[config.mk]
export PLATFORM = sky130hd
export DESIGN_NAME = srm_front
export DESIGN_NICKNAME = d
export VERILOG_FILES = /design/src/hw/rtl/srm_pkg.sv /design/src/hw/rtl/srm_front.sv
export SDC_FILE = /design/constraint.sdc
export NUM_CORES = 1
export LEC_CHECK = 0
export BUFFER_PORTS_ARGS = -buffer_cell sky130_fd_sc_hd__buf_2
export CAP_MARGIN = 20
export CORE_MARGIN = 2
export CORE_UTILIZATION = 30
export DETAILED_ROUTE_END_ITERATION = 6
export PLACE_DENSITY_LB_ADDON = 0.3
export SLEW_MARGIN = 20
export SYNTH_ARGS = -nofsm -noshare
export SYNTH_HDL_FRONTEND = slang
export SYNTH_SLANG_ARGS = --single-unit
[constraint.sdc]
create_clock -name aclk -period 4.3 [get_ports aclk]
set_clock_uncertainty 0.05 [all_clocks]
set_input_delay 0.86 -clock aclk [delete_from_list [all_inputs] [get_ports aclk]]
set_output_delay 0.86 -clock aclk [all_outputs]
set_load 0.05 [all_outputs]
[src/hw/rtl/srm_pkg.sv]
// Package for the symmetry reflection merge unit: constants, codes and shared types.
// No dependencies.
`timescale 1ns / 1ps
`default_nettype none
package srm_pkg;
    localparam int TABLE_DEPTH_DEF = 256;
    localparam int MAX_SYM_DEF     = 48;
    localparam int IDX_W           = 7;
    localparam int INT_W           = 32;
    localparam int MULT_W          = 16;
    localparam int SLOT_W          = 8;
    localparam int MAT_W           = 18;
    localparam int NOPS_W          = 6;
    localparam int IN_DATA_W       = 80;  // 7*3+32+8+18 = 79 -> 80
    localparam int OUT_DATA_W      = 80;  // 8+1+1+16+7*3+32+1 = 80

    typedef enum logic [1:0] {
        FUNC_LOAD   = 2'd0,
        FUNC_SUBMIT = 2'd1,
        FUNC_READ   = 2'd2,
        FUNC_NONE   = 2'd3
    } func_t;

    localparam logic [1:0] REG_NUM_SYM_OPS = 2'd0;

    // One decoded item handed from the front to the back through the queue.
    typedef struct packed {
        func_t               func;
        logic signed [IDX_W-1:0] h;
        logic signed [IDX_W-1:0] k;
        logic signed [IDX_W-1:0] l;
        logic [INT_W-1:0]    inten;
        logic [SLOT_W-1:0]   slot;
        logic [MAT_W-1:0]    mat;
    } item_t;

    typedef struct packed {
        logic [SLOT_W-1:0]       entry_index;
        logic                    is_new;
        logic                    table_full;
        logic [MULT_W-1:0]       mult;
        logic signed [IDX_W-1:0] h;
        logic signed [IDX_W-1:0] k;
        logic signed [IDX_W-1:0] l;
        logic [INT_W-1:0]        inten;
        logic                    valid;
    } result_t;

    // Element at row r, column c of a packed matrix, as a signed 2-bit value.
    function automatic logic signed [1:0] mat_elem(input logic [MAT_W-1:0] m,
                                                   input int r, input int c);
        return m[6*r+2*c +: 2];
    endfunction
endpackage
`default_nettype wire

[src/hw/rtl/srm_front.sv]
// Front end: accepts stream words, unpacks and classifies them, queues them for the back end.
// Depends on srm_pkg.
`timescale 1ns / 1ps
`default_nettype none
module srm_front #(
    parameter int QDEPTH = 2
) (
    input  wire logic          aclk,
    input  wire logic          aresetn,
    input  wire logic          s_tvalid,
    output logic               s_tready,
    input  wire logic [79:0]   s_tdata,
    input  wire logic [1:0]    s_tuser,
    output logic               q_valid,
    input  wire logic          q_pop,
    output srm_pkg::item_t     q_item
);
    import srm_pkg::*;

    localparam int PW = (QDEPTH > 1) ? $clog2(QDEPTH) : 1;

    item_t           q_reg [QDEPTH];
    logic [PW-1:0]   wr_reg, rd_reg;
    logic [PW:0]     cnt_reg;
    item_t           in_item;
    logic            push;

    always_comb begin
        in_item.func  = func_t'(s_tuser);
        in_item.h     = s_tdata[6:0];
        in_item.k     = s_tdata[13:7];
        in_item.l     = s_tdata[20:14];
        in_item.inten = s_tdata[52:21];
        in_item.slot  = s_tdata[60:53];
        in_item.mat   = s_tdata[78:61];
    end

    assign s_tready = (cnt_reg != (PW+1)'(QDEPTH));
    assign push     = s_tvalid && s_tready;
    assign q_valid  = (cnt_reg != '0);
    assign q_item   = q_reg[rd_reg];

    always_ff @(posedge aclk) begin
        if (push) begin
            q_reg[wr_reg] <= in_item;
        end
        if (!aresetn) begin
            wr_reg  <= '0;
            rd_reg  <= '0;
            cnt_reg <= '0;
        end else begin
            if (push) begin
                wr_reg <= (wr_reg == PW'(QDEPTH-1)) ? '0 : wr_reg + 1'b1;
            end
            if (q_pop) begin
                rd_reg <= (rd_reg == PW'(QDEPTH-1)) ? '0 : rd_reg + 1'b1;
            end
            cnt_reg <= cnt_reg + (PW+1)'(push) - (PW+1)'(q_pop);
        end
    end
endmodule
`default_nettype wire

# Word level (Yosys, flattened, before mapping)
# Memory sizes are Yosys's and may differ from the RTL's. A register that Yosys moved wholly into a read port is not among the register bits.
# Cells that the tools add are included.
# totals
ff_bits	4
ram_bits	162
output_inout_bits	83
memories	1
# mem_list
name	depth	width	rd	rd_ports_with_merged_regs	write_ports	line_no	rtl
q_reg	2	81	1	1	1	srm_front.sv:22	item_t q_reg [QDEPTH];
# classes
addsub	4
eq_ne	1
n_mux	6
reduce_logical	2
# op_table
operator	count
2-to-1 mux 1 bit	6
adder 1 bit, second input constant	2
adder 2 x 1 -> 2 bit	1
inequality test 2 bit, second input constant	1
nonzero test 2 bit	1
subtractor 2 x 1 -> 2 bit	1
logical AND 1 bit	1

# Logic depth before layout (Yosys ltp)
# Gate-level depths: netlist (run 1).
# logic_depth
ltp_word	4
ltp_mapped	7
mapped_depth_nobuf	7

# Worst setup path after synthesis (run 1)
# OpenSTA, ideal clock, no wires.
# synth_timing
path_kind	register -> register
startpoint	reg cnt_reg[0]
endpoint	mem q_reg[1][0] (netlist name), enable pin
arrival_time_ns	2.904
required_ns	3.801
setup_slack_ns	0.897
path_stages_with_launch	3
path_buffers	0
period_less_slack_ns	3.403
path_cell_list	dfxtp_1 > nand2b_1 > and3_1
# synth_via
elab_chain_cells	4
# synth_lines
item	line_no	rtl
from (decl)	srm_front.sv:24	logic [PW:0] cnt_reg;
from (signal assigned)	srm_front.sv:58	cnt_reg <= cnt_reg + (PW+1)'(push) - (PW+1)'(q_pop);
inequality test 2 bit	srm_front.sv:38	assign s_tready = (cnt_reg != (PW+1)'(QDEPTH));
net s_tready	srm_front.sv:11	output logic s_tready,
logical AND 1 bit	srm_front.sv:39	assign push = s_tvalid && s_tready;
2-to-1 mux 1 bit	srm_front.sv:44	if (push) begin
2-to-1 mux 1 bit (not written as such)	srm_front.sv:45	q_reg[wr_reg] <= in_item;
to (decl)	srm_front.sv:22	
# The timed path passes the listed nets, and every way through them passes these cells.

==> impl_summary.log, run 1 <==
INFO  metric synth_nets = 367
INFO  metric powerDensity = 538 nW/um^2
INFO  metric cp_data_arrival_time = 2050 ps
INFO  metric max-vdd-ir-drop = 0.256 mV
INFO  metric initial_antenna_violation_count = 0
INFO  metric slew_viol_final = 0
INFO  metric max_clock_freq = 0.338 GHz
INFO  metric route.top_layer_used = met4
INFO  metric synth-seq-area-share = 80.8%
INFO  metric drt_drc_violations_left = 0
INFO  metric synth_xor_area_share = 0.285%
INFO  metric maxCapViolCount = 0
INFO  metric post-place-ws = 1570 ps
INFO  metric rows = 52
INFO  metric worst_setup_path_end_kind = output port
INFO  metric final_area = 7860 sq um
INFO  metric grt_util_all_layers = 10.9%
INFO  metric cellLeakagePower = 0.00288 uW
INFO  metric cts_root_buffer = clkbuf_16
INFO  metric syn2layout_area_growth = 27.9%
INFO  metric timing.slew.headroom = 49.6%
INFO  metric post_route_cells_drive_above_1_share = 60.7%
INFO  metric area_share_of_the_leading_cell_type_in_the_synthesized_netlist = 79.2%
INFO  metric critical_path.startpoint_type = flop
INFO  metric holdBufCountCts = 0
INFO  metric placeableCoreArea = 20200 sq um
INFO  metric nNetsFinal = 547
INFO  metric synth_top_family_by_area = multiplexers
INFO  metric final_standard_cell_utilization_of_the_core = 39.0%
INFO  metric grt_max_degree = 82
INFO  metric critical_path.max_fanout = 45
INFO  metric fp.dieH = 147 microns
INFO  metric cts_repair_resize_count = 0
INFO  metric top_level_ports = 169
INFO  metric setup_viol = 0
INFO  metric synth.area.mux_share = 15.0%
INFO  metric layout.cells.most_common = buf_2
INFO  metric cts.path.max_buffers = 2
INFO  metric critical_path_required = 3390 ps
INFO  metric placedInstanceArea = 7270 sq um
INFO  metric post_synth.cell_area_avg = 21.9 sq um
INFO  metric outcome = finished clean
INFO  metric synth_cell_type_count = 23
INFO  metric route.vias.total = 3129
INFO  metric cts_htree_levels = 4
INFO  metric routed-wl-met2 = 6030 microns
INFO  metric fin_tns_setup = 0 ps
INFO  metric clock_tree_from_tritoncts = yes
INFO  metric clkTransAtPathRegs = 60 ps
INFO  metric first_iter_violations = 155
INFO  metric most_frequent_cells_in_the_layout = buf_2, edfxtp_1, mux2_2
INFO  metric grt_pass1_wl = 17900 microns
INFO  metric post-dp-hpwl = 7080 microns
INFO  metric tritoncts.num_buffers = 17
INFO  metric detailroute.wirelength.met3 = 664 microns
INFO  metric simple_gate_share_of_the_synthesized_area = 1.20%
INFO  metric synth.top_cells.by_area = edfxtp_1, mux2_2, dfxtp_1
INFO  metric drt-pass1-iter-count = 4
INFO  metric setup_repair_after_global_routing_missed_its_margin = false
INFO  metric final_antenna_net_count = 0
INFO  metric clock_insertion_delay_worst_skew = 420 ps
INFO  metric path_class = reg -> out
INFO  metric post-route-worst-setup-slack = 1340 ps
INFO  metric finalCriticalPeriod = 2960 ps
INFO  metric synth-adder-area-share = 0.204%
INFO  metric antenna_cells_inserted = 0
INFO  metric wirelength_met1 = 4460 microns
INFO  metric worst_min_delay_path_class = reg -> reg
INFO  metric report.final.hold_viol_count = 0
INFO  metric wirelength = 11400 microns
INFO  metric yosysTopAreaCell = edfxtp_1
INFO  metric die_x = 147 microns
INFO  metric worst_slew_pin_slew = 755 ps
INFO  metric synth_compound_area_share = 0.733%
INFO  metric io_buffer_count = 167
INFO  metric ys.warnings.count = 0
INFO  metric number_of_global_route_vias_before_repair = 3539
INFO  metric fin_crit_sh = 68.8%
INFO  metric clock_sink_count = 167
INFO  metric synth_cells = 280
INFO  metric gp_congestion = 0.706
INFO  metric gr-total-overflow = 0
INFO  metric detail_route.vias_per_cell = 4.21
INFO  metric post_cts.repair.setup_buffers = 0
INFO  metric netlist_area = 6140 sq um
INFO  metric design.die.area = 21600 sq um
INFO  metric route.detailed.wl_per_inst = 15.3 microns
INFO  metric largest_register_ff_count = 162
INFO  metric synth-seq-cells = 167
INFO  metric floorplan.initialDensity = 30.4%
-- power breakdown --
part	internal [uW]	leakage, uW	switching (uW)	total (uW)
sequential	1950	0.00155	45.1	1990
combinational	224	0.00107	577	800
clock	803	0.000257	634	1440
total	2970	0.00288	1260	4230
-- critical path: stages, from the launching register on --
cell and delay (ps):
dfxtp_4 700, buf_16 300, mux2_2 380, buf_2 210
-- final timing paths --
check	startpoint	to	slack [ps]	cells after the start
worst min register to register	rd_reg	flop	520	2
worst max-delay path	flop	q_item[63]	1340	3
worst min-delay path	rd_reg	flop	520	2
worst max register to register	cnt_reg[0]	q_reg[0][41]	2130	4
-- layout make-up --
| type | count | area (sq um) |
|---|---|---|
| fill | 1887 | 12300 |
| inverter | 2 | 8.76 |
| sequential | 167 | 4970 |
| multi-input combinational | 102 | 1080 |
| tap | 270 | 338 |
| clock buffer | 19 | 433 |
| timing repair buffer | 170 | 911 |
| clock inverter | 13 | 121 |
-- stage by stage --
step	instances	power [uW]	hold slack, ps
6_report	743	4230	518
2_1_floorplan	280	2640	468
3_3_place_gp	709	2820	509
4_1_cts	742	4300	523
3_5_place_dp	710	2840	512
5_1_grt	743	4420	551
-- routing by layer --
| metal | up-vias | global-route usage, % |
|---|---|---|
| met5 | - | 0 |
| li1 | 1473 | - |
| met1 | 1540 | 11.6 |
| met2 | 102 | 19.4 |
| met3 | 14 | 3.85 |
| met4 | 0 | 4.95 |
-- synth_stat cells (all sizes together) --
cell type / instances
and2: 3
a211oi: 1
nand3b: 2
a211o: 1
edfxtp: 162
inv: 2
mux2: 81
and3: 1
nand2: 2
or2: 1
mux2i: 1
xor2: 1
ha: 1
dfxtp: 5
nand3: 1
nand2b: 1
a21bo: 1
nor4b: 1
a21boi: 2
xnor2: 1
buf: 9
-- cell families (layout without fill, tap and decap cells) --
group / after synthesis / after routing
DFF: 167 / 167
muxes: 82 / 82
and+or+nand+nor: 12 / 12
buffers and inverters: 11 / 204
xor gates and xnor gates: 2 / 2
adders and majority gates: 1 / 1
AOI/OAI and AO/OA: 5 / 5
Power figures use the tool's default switching activity.
==> run 2, diff against run 1 <==
- clock period: 4.3 -> 2.9 ns (I/O delays scaled with it)
==> run 2 against run 1 <==
Effect of this change:
- non-clock buffer count up 3
- critical path depth unchanged
- sequential power is 47% higher
- combinational power grew 50%
- wire length grew 1.1%
- die area unchanged
- total power up 48%
- sequential cell count did not move
- clock power grew 46%
- largest cell class unchanged
==> impl_summary.log, run 2 (synthesis results as in run 1) <==
INFO  metric outcome = finished clean
INFO  metric post-layout-total-power = 6240 uW
INFO  metric fin_tns_setup = 0 ps
INFO  metric cts_root_buffer = clkbuf_16
INFO  metric tritoncts.num_buffers = 17
INFO  metric grt_max_degree = 66
INFO  metric io_buffer_count = 167
INFO  metric largest_register_ff_count = 162
INFO  metric cts_repair_resize_count = 0
INFO  metric placeableCoreArea = 20200 sq um
INFO  metric grt_pass1_wl = 17900 microns
INFO  metric number_of_global_route_vias_before_repair = 3393
INFO  metric cts.path.max_buffers = 2
INFO  metric holdBufCountCts = 0
INFO  metric clock_insertion_delay_worst_skew = 410 ps
INFO  metric post_cts.repair.setup_buffers = 0
INFO  metric worst_slew_pin_slew = 937 ps
INFO  metric initial_antenna_violation_count = 0
INFO  metric finalCriticalPeriod = 2500 ps
INFO  metric cellLeakagePower = 0.00289 uW
INFO  metric cts_htree_levels = 4
INFO  metric drt_drc_violations_left = 0
INFO  metric path_class = reg -> out
INFO  metric top_level_ports = 169
INFO  metric design.die.area = 21600 sq um
INFO  metric cp_data_arrival_time = 1870 ps
INFO  metric antenna_cells_inserted = 0
INFO  metric clock_tree_from_tritoncts = yes
INFO  metric report.final.hold_viol_count = 0
INFO  metric fin_crit_sh = 86.3%
INFO  metric worst_min_delay_path_class = in -> reg
INFO  metric die_x = 147 microns
INFO  metric detail_route.vias_per_cell = 4.23
INFO  metric floorplan.initialDensity = 30.4%
INFO  metric rows = 52
INFO  metric powerDensity = 796 nW/um^2
INFO  metric critical_path.startpoint_type = flop
INFO  metric setup_repair_after_global_routing_missed_its_margin = false
INFO  metric max-vdd-ir-drop = 0.408 mV
INFO  metric grt_util_all_layers = 11.0%
INFO  metric clkTransAtPathRegs = 60 ps
INFO  metric critical_path.max_fanout = 43
INFO  metric syn2layout_area_growth = 27.7%
INFO  metric setup_viol = 0
INFO  metric gr-total-overflow = 0
INFO  metric fp.dieH = 147 microns
INFO  metric route.vias.total = 3154
INFO  metric first_iter_violations = 148
INFO  metric max_clock_freq = 0.400 GHz
INFO  metric critical_path_required = 2270 ps
INFO  metric worst_setup_path_end_kind = output port
INFO  metric timing.slew.headroom = 37.6%
INFO  metric final_antenna_net_count = 0
INFO  metric route.detailed.wl_per_inst = 15.4 microns
INFO  metric drt-pass1-iter-count = 4
INFO  metric nNetsFinal = 550
INFO  metric post-dp-hpwl = 7340 microns
INFO  metric gp_congestion = 0.666
INFO  metric clock_sink_count = 167
INFO  metric post_route_cells_drive_above_1_share = 60.9%
INFO  metric slew_viol_final = 0
INFO  metric maxCapViolCount = 0
INFO  metric layout.cells.most_common = buf_2
INFO  metric most_frequent_cells_in_the_layout = buf_2, edfxtp_1, mux2_2
INFO  metric wirelength = 11500 microns
INFO  metric r2r_slack = 820 ps
run 2: worst paths after layout:
kind | from | endpoint | cells past startpoint
max reg2reg | cnt_reg[0] | q_reg[0][50] | 4
max | flop | q_item[1] | 3
min | s_tdata[25] | q_reg[1][30] | 1
min reg2reg | rd_reg | flop | 2
run 2: critical path, stage by stage (launching register included):
cell,delay [ps]
dfxtp_4,340
buf_4,470
mux2_2,410
buf_2,210
run 2: layout make-up:
cell class | instances | area, sq um
flip-flops and latches | 167 | 4970
inverters | 2 | 11.3
multi-input cells | 102 | 1080
repair buffers | 173 | 893
well taps | 270 | 338
fillers | 1914 | 12300
clock buffers | 18 | 429
clock inverters | 14 | 125
run 2: layer usage:
| layer | GRT usage (%) | wire length (microns) | up-vias | part of all wire, % |
|---|---|---|---|---|
| met4 | 3.99 | 154 | 0 | 1.3 |
| met5 | 0 | 0 | - | 0 |
| li1 | - | - | 1484 | - |
| met2 | 18.9 | 5960 | 105 | 52 |
| met1 | 12.6 | 4580 | 1555 | 40 |
| met3 | 4.07 | 796 | 10 | 6.9 |
run 2: per-stage QoR:
stage / setup slack (ps) / util, % / instances / hold slack [ps] / cell area [sq um]
3_3_place_gp: 716 / 36.1 / 714 / 507 / 7290
5_1_grt: 282 / 38.9 / 746 / 273 / 7840
6_report: 397 / 38.9 / 746 / 303 / 7840
3_5_place_dp: 644 / 36.1 / 714 / 508 / 7290
2_1_floorplan: 205 / - / 280 / 505 / 6150
4_1_cts: 323 / 38.9 / 746 / 272 / 7840
run 2: where the power goes:
part | total [uW] | leakage (uW) | internal [uW] | switching, uW
Combinational | 1200 | 0.00107 | 325 | 880
Sequential | 2930 | 0.00155 | 2890 | 44.7
Clock | 2100 | 0.000268 | 1190 | 915
==> run 3, diff against run 2 <==
- CORE_MARGIN: 2 -> 3
- CTS_BUF_LIST: default -> sky130_fd_sc_hd__clkbuf_8
==> run 3 against run 2 <==
Effect of this change:
- clock power decreased by 23%
- wire length up 0.77%
- largest power group unchanged
- die area grew 2.7%
==> impl_summary.log, run 3 (synthesis results as in run 1) <==
INFO  metric placeableCoreArea = 19800 sq um
INFO  metric clock_tree_from_tritoncts = yes
INFO  metric worst_path_largest_cell_delay = 540 ps
INFO  metric worst_min_delay_path_class = in -> reg
INFO  metric worst_slew_pin_slew = 645 ps
INFO  metric critPathBufInv = 2
INFO  metric syn2layout_area_growth = 24.9%
INFO  metric cpMaxStageDelayCell = dfxtp_4
INFO  metric detail_route.vias_per_cell = 4.26
INFO  metric powerDensity = 750 nW/um^2
INFO  metric cts_root_buffer = clkbuf_8
INFO  metric critical_path.max_fanout = 22
INFO  metric number_of_global_route_vias_before_repair = 3488
INFO  metric multi_input_comb_area = 1080 sq um
INFO  metric r2r_slack = 1060 ps
INFO  metric family_with_the_most_delay_on_the_worst_path = buffers and inverters
INFO  metric critical_path.reg2reg.endpoint = q_reg[0][61]
INFO  metric whs = 272 ps
INFO  metric initial_antenna_violation_count = 0
INFO  metric cts_htree_levels = 4
INFO  metric largest_register_ff_count = 162
INFO  metric fp.dieH = 149 microns
INFO  metric first_iter_violations = 76
INFO  metric grt_max_degree = 46
INFO  metric regToRegStartpoint = cnt_reg[0]
INFO  metric clock_sink_count = 167
INFO  metric rows = 51
INFO  metric cp_data_arrival_time = 1950 ps
INFO  metric cellLeakagePower = 0.00282 uW
INFO  metric layout.area.seq = 4970 sq um
INFO  metric critical_path.startpoint_type = flop
INFO  metric tritoncts.num_buffers = 17
INFO  metric maxCapViolCount = 0
INFO  metric outcome = finished clean
INFO  metric design.die.area = 22200 sq um
INFO  metric r2r_cells = 4
INFO  metric floorplan.initialDensity = 31.0%
INFO  metric setup_repair_after_global_routing_missed_its_margin = false
INFO  metric route.detailed.wl_per_inst = 15.6 microns
INFO  metric fin_crit_sh = 88.8%
INFO  metric worst_setup_path_endpoint = q_item[45]
INFO  metric grt_util_all_layers = 10.5%
INFO  metric post-dp-hpwl = 7680 microns
INFO  metric cts.path.max_buffers = 2
INFO  metric post_route_cells_drive_above_1_share = 60.9%
INFO  metric worst_setup_path_end_kind = output port
INFO  metric path_class = reg -> out
INFO  metric slew_viol_final = 0
INFO  metric post_cts.repair.setup_buffers = 0
INFO  metric setup_viol = 0
INFO  metric report.final.hold_viol_count = 0
INFO  metric drt-pass1-iter-count = 4
INFO  metric top_level_ports = 169
INFO  metric max_clock_freq = 0.388 GHz
INFO  metric die_x = 149 microns
INFO  metric worstSetupPathDepth = 3
INFO  metric nNetsFinal = 550
INFO  metric cts_repair_resize_count = 0
INFO  metric antenna_cells_inserted = 0
INFO  metric clkTransAtPathRegs = 90 ps
INFO  metric max-vdd-ir-drop = 0.321 mV
INFO  metric fin_tns_setup = 0 ps
INFO  metric wirelength = 11600 microns
INFO  metric holdBufCountCts = 0
INFO  metric clock_insertion_delay_worst_skew = 430 ps
INFO  metric gp_congestion = 0.713
INFO  metric gr-total-overflow = 0
INFO  metric route.vias.total = 3158
INFO  metric drt_drc_violations_left = 0
INFO  metric final_antenna_net_count = 0
INFO  metric io_buffer_count = 167
INFO  metric timing.slew.headroom = 57.0%
INFO  metric finalCriticalPeriod = 2580 ps
INFO  metric critical_path_required = 2270 ps
INFO  metric most_frequent_cells_in_the_layout = buf_2, edfxtp_1, mux2_2
INFO  metric grt_pass1_wl = 17700 microns
INFO  metric timing.critical_path.cells = buf_4, mux2_2, buf_2
INFO  metric layout.cells.most_common = buf_2
INFO  metric number_of_fillers_in_the_final_layout = 1870
run 3: cell count changes in the layout (fill, tap and decap cells not counted), moves of 2 or more:
cell / before / now
inv_1: 1 / 3
clkbuf_8: 0 / 17
clkbuf_16: 17 / 0
clkinv_4: 4 / 2
run 3: report_power, final:
| part | total [uW] | internal (uW) | leakage [uW] | switching, uW |
|---|---|---|---|---|
| clock network | 1620 | 769 | 0.000196 | 848 |
| registers | 2940 | 2880 | 0.00155 | 56.9 |
| logic | 1190 | 325 | 0.00107 | 866 |
| total | 5750 | 3980 | 0.00282 | 1770 |
run 3: how the worst min path moves through the flow:
stage | depth (start not counted) | to | from
after detailed placement | 2 | rd_reg | rd_reg
after CTS | 1 | q_reg[0][71] | s_tdata[13]
final | 1 | q_reg[1][71] | s_tdata[13]
after global placement | 2 | wr_reg | wr_reg
after floorplan | 2 | flop | rd_reg
after global routing | 1 | q_reg[0][77] | s_tdata[5]
run 3: worst reg2reg max path: stages (launching register included):
cell and delay [ps]:
dfxtp_1 390, nand2b_1 240, nand3b_1 170, clkinvlp_4 110, buf_4 490
run 3: final cells by class:
cell class | count | area share [%]
inverter | 2 | 0.147
clock inverter | 15 | 1.99
clock buffer | 17 | 3.05
multi-input combinational | 102 | 14.0
timing repair buffer | 173 | 11.7
sequential | 167 | 64.8
tap | 265 | 4.32
run 3: metrics by stage:
| stage | instance area (sq um) | power [uW] | utilization, % | std cells | setup slack, ps |
|---|---|---|---|---|---|
| 2_1_floorplan | 6150 | 3910 | - | 280 | 205 |
| 3_3_place_gp | 7280 | 4180 | 36.8 | 709 | 772 |
| 3_5_place_dp | 7280 | 4210 | 36.8 | 709 | 757 |
| 4_1_cts | 7670 | 5860 | 38.8 | 741 | 238 |
| 5_1_grt | 7670 | 6000 | 38.8 | 741 | 211 |
| 6_report | 7670 | 5750 | 38.8 | 741 | 323 |
run 3: metal layers:
layer / track usage (%) / part of all wire [%]
met2: 18.7 / 53
met3: 4.62 / 7.0
met1: 11.0 / 39
met5: 0 / 0
met4: 3.48 / 1.2
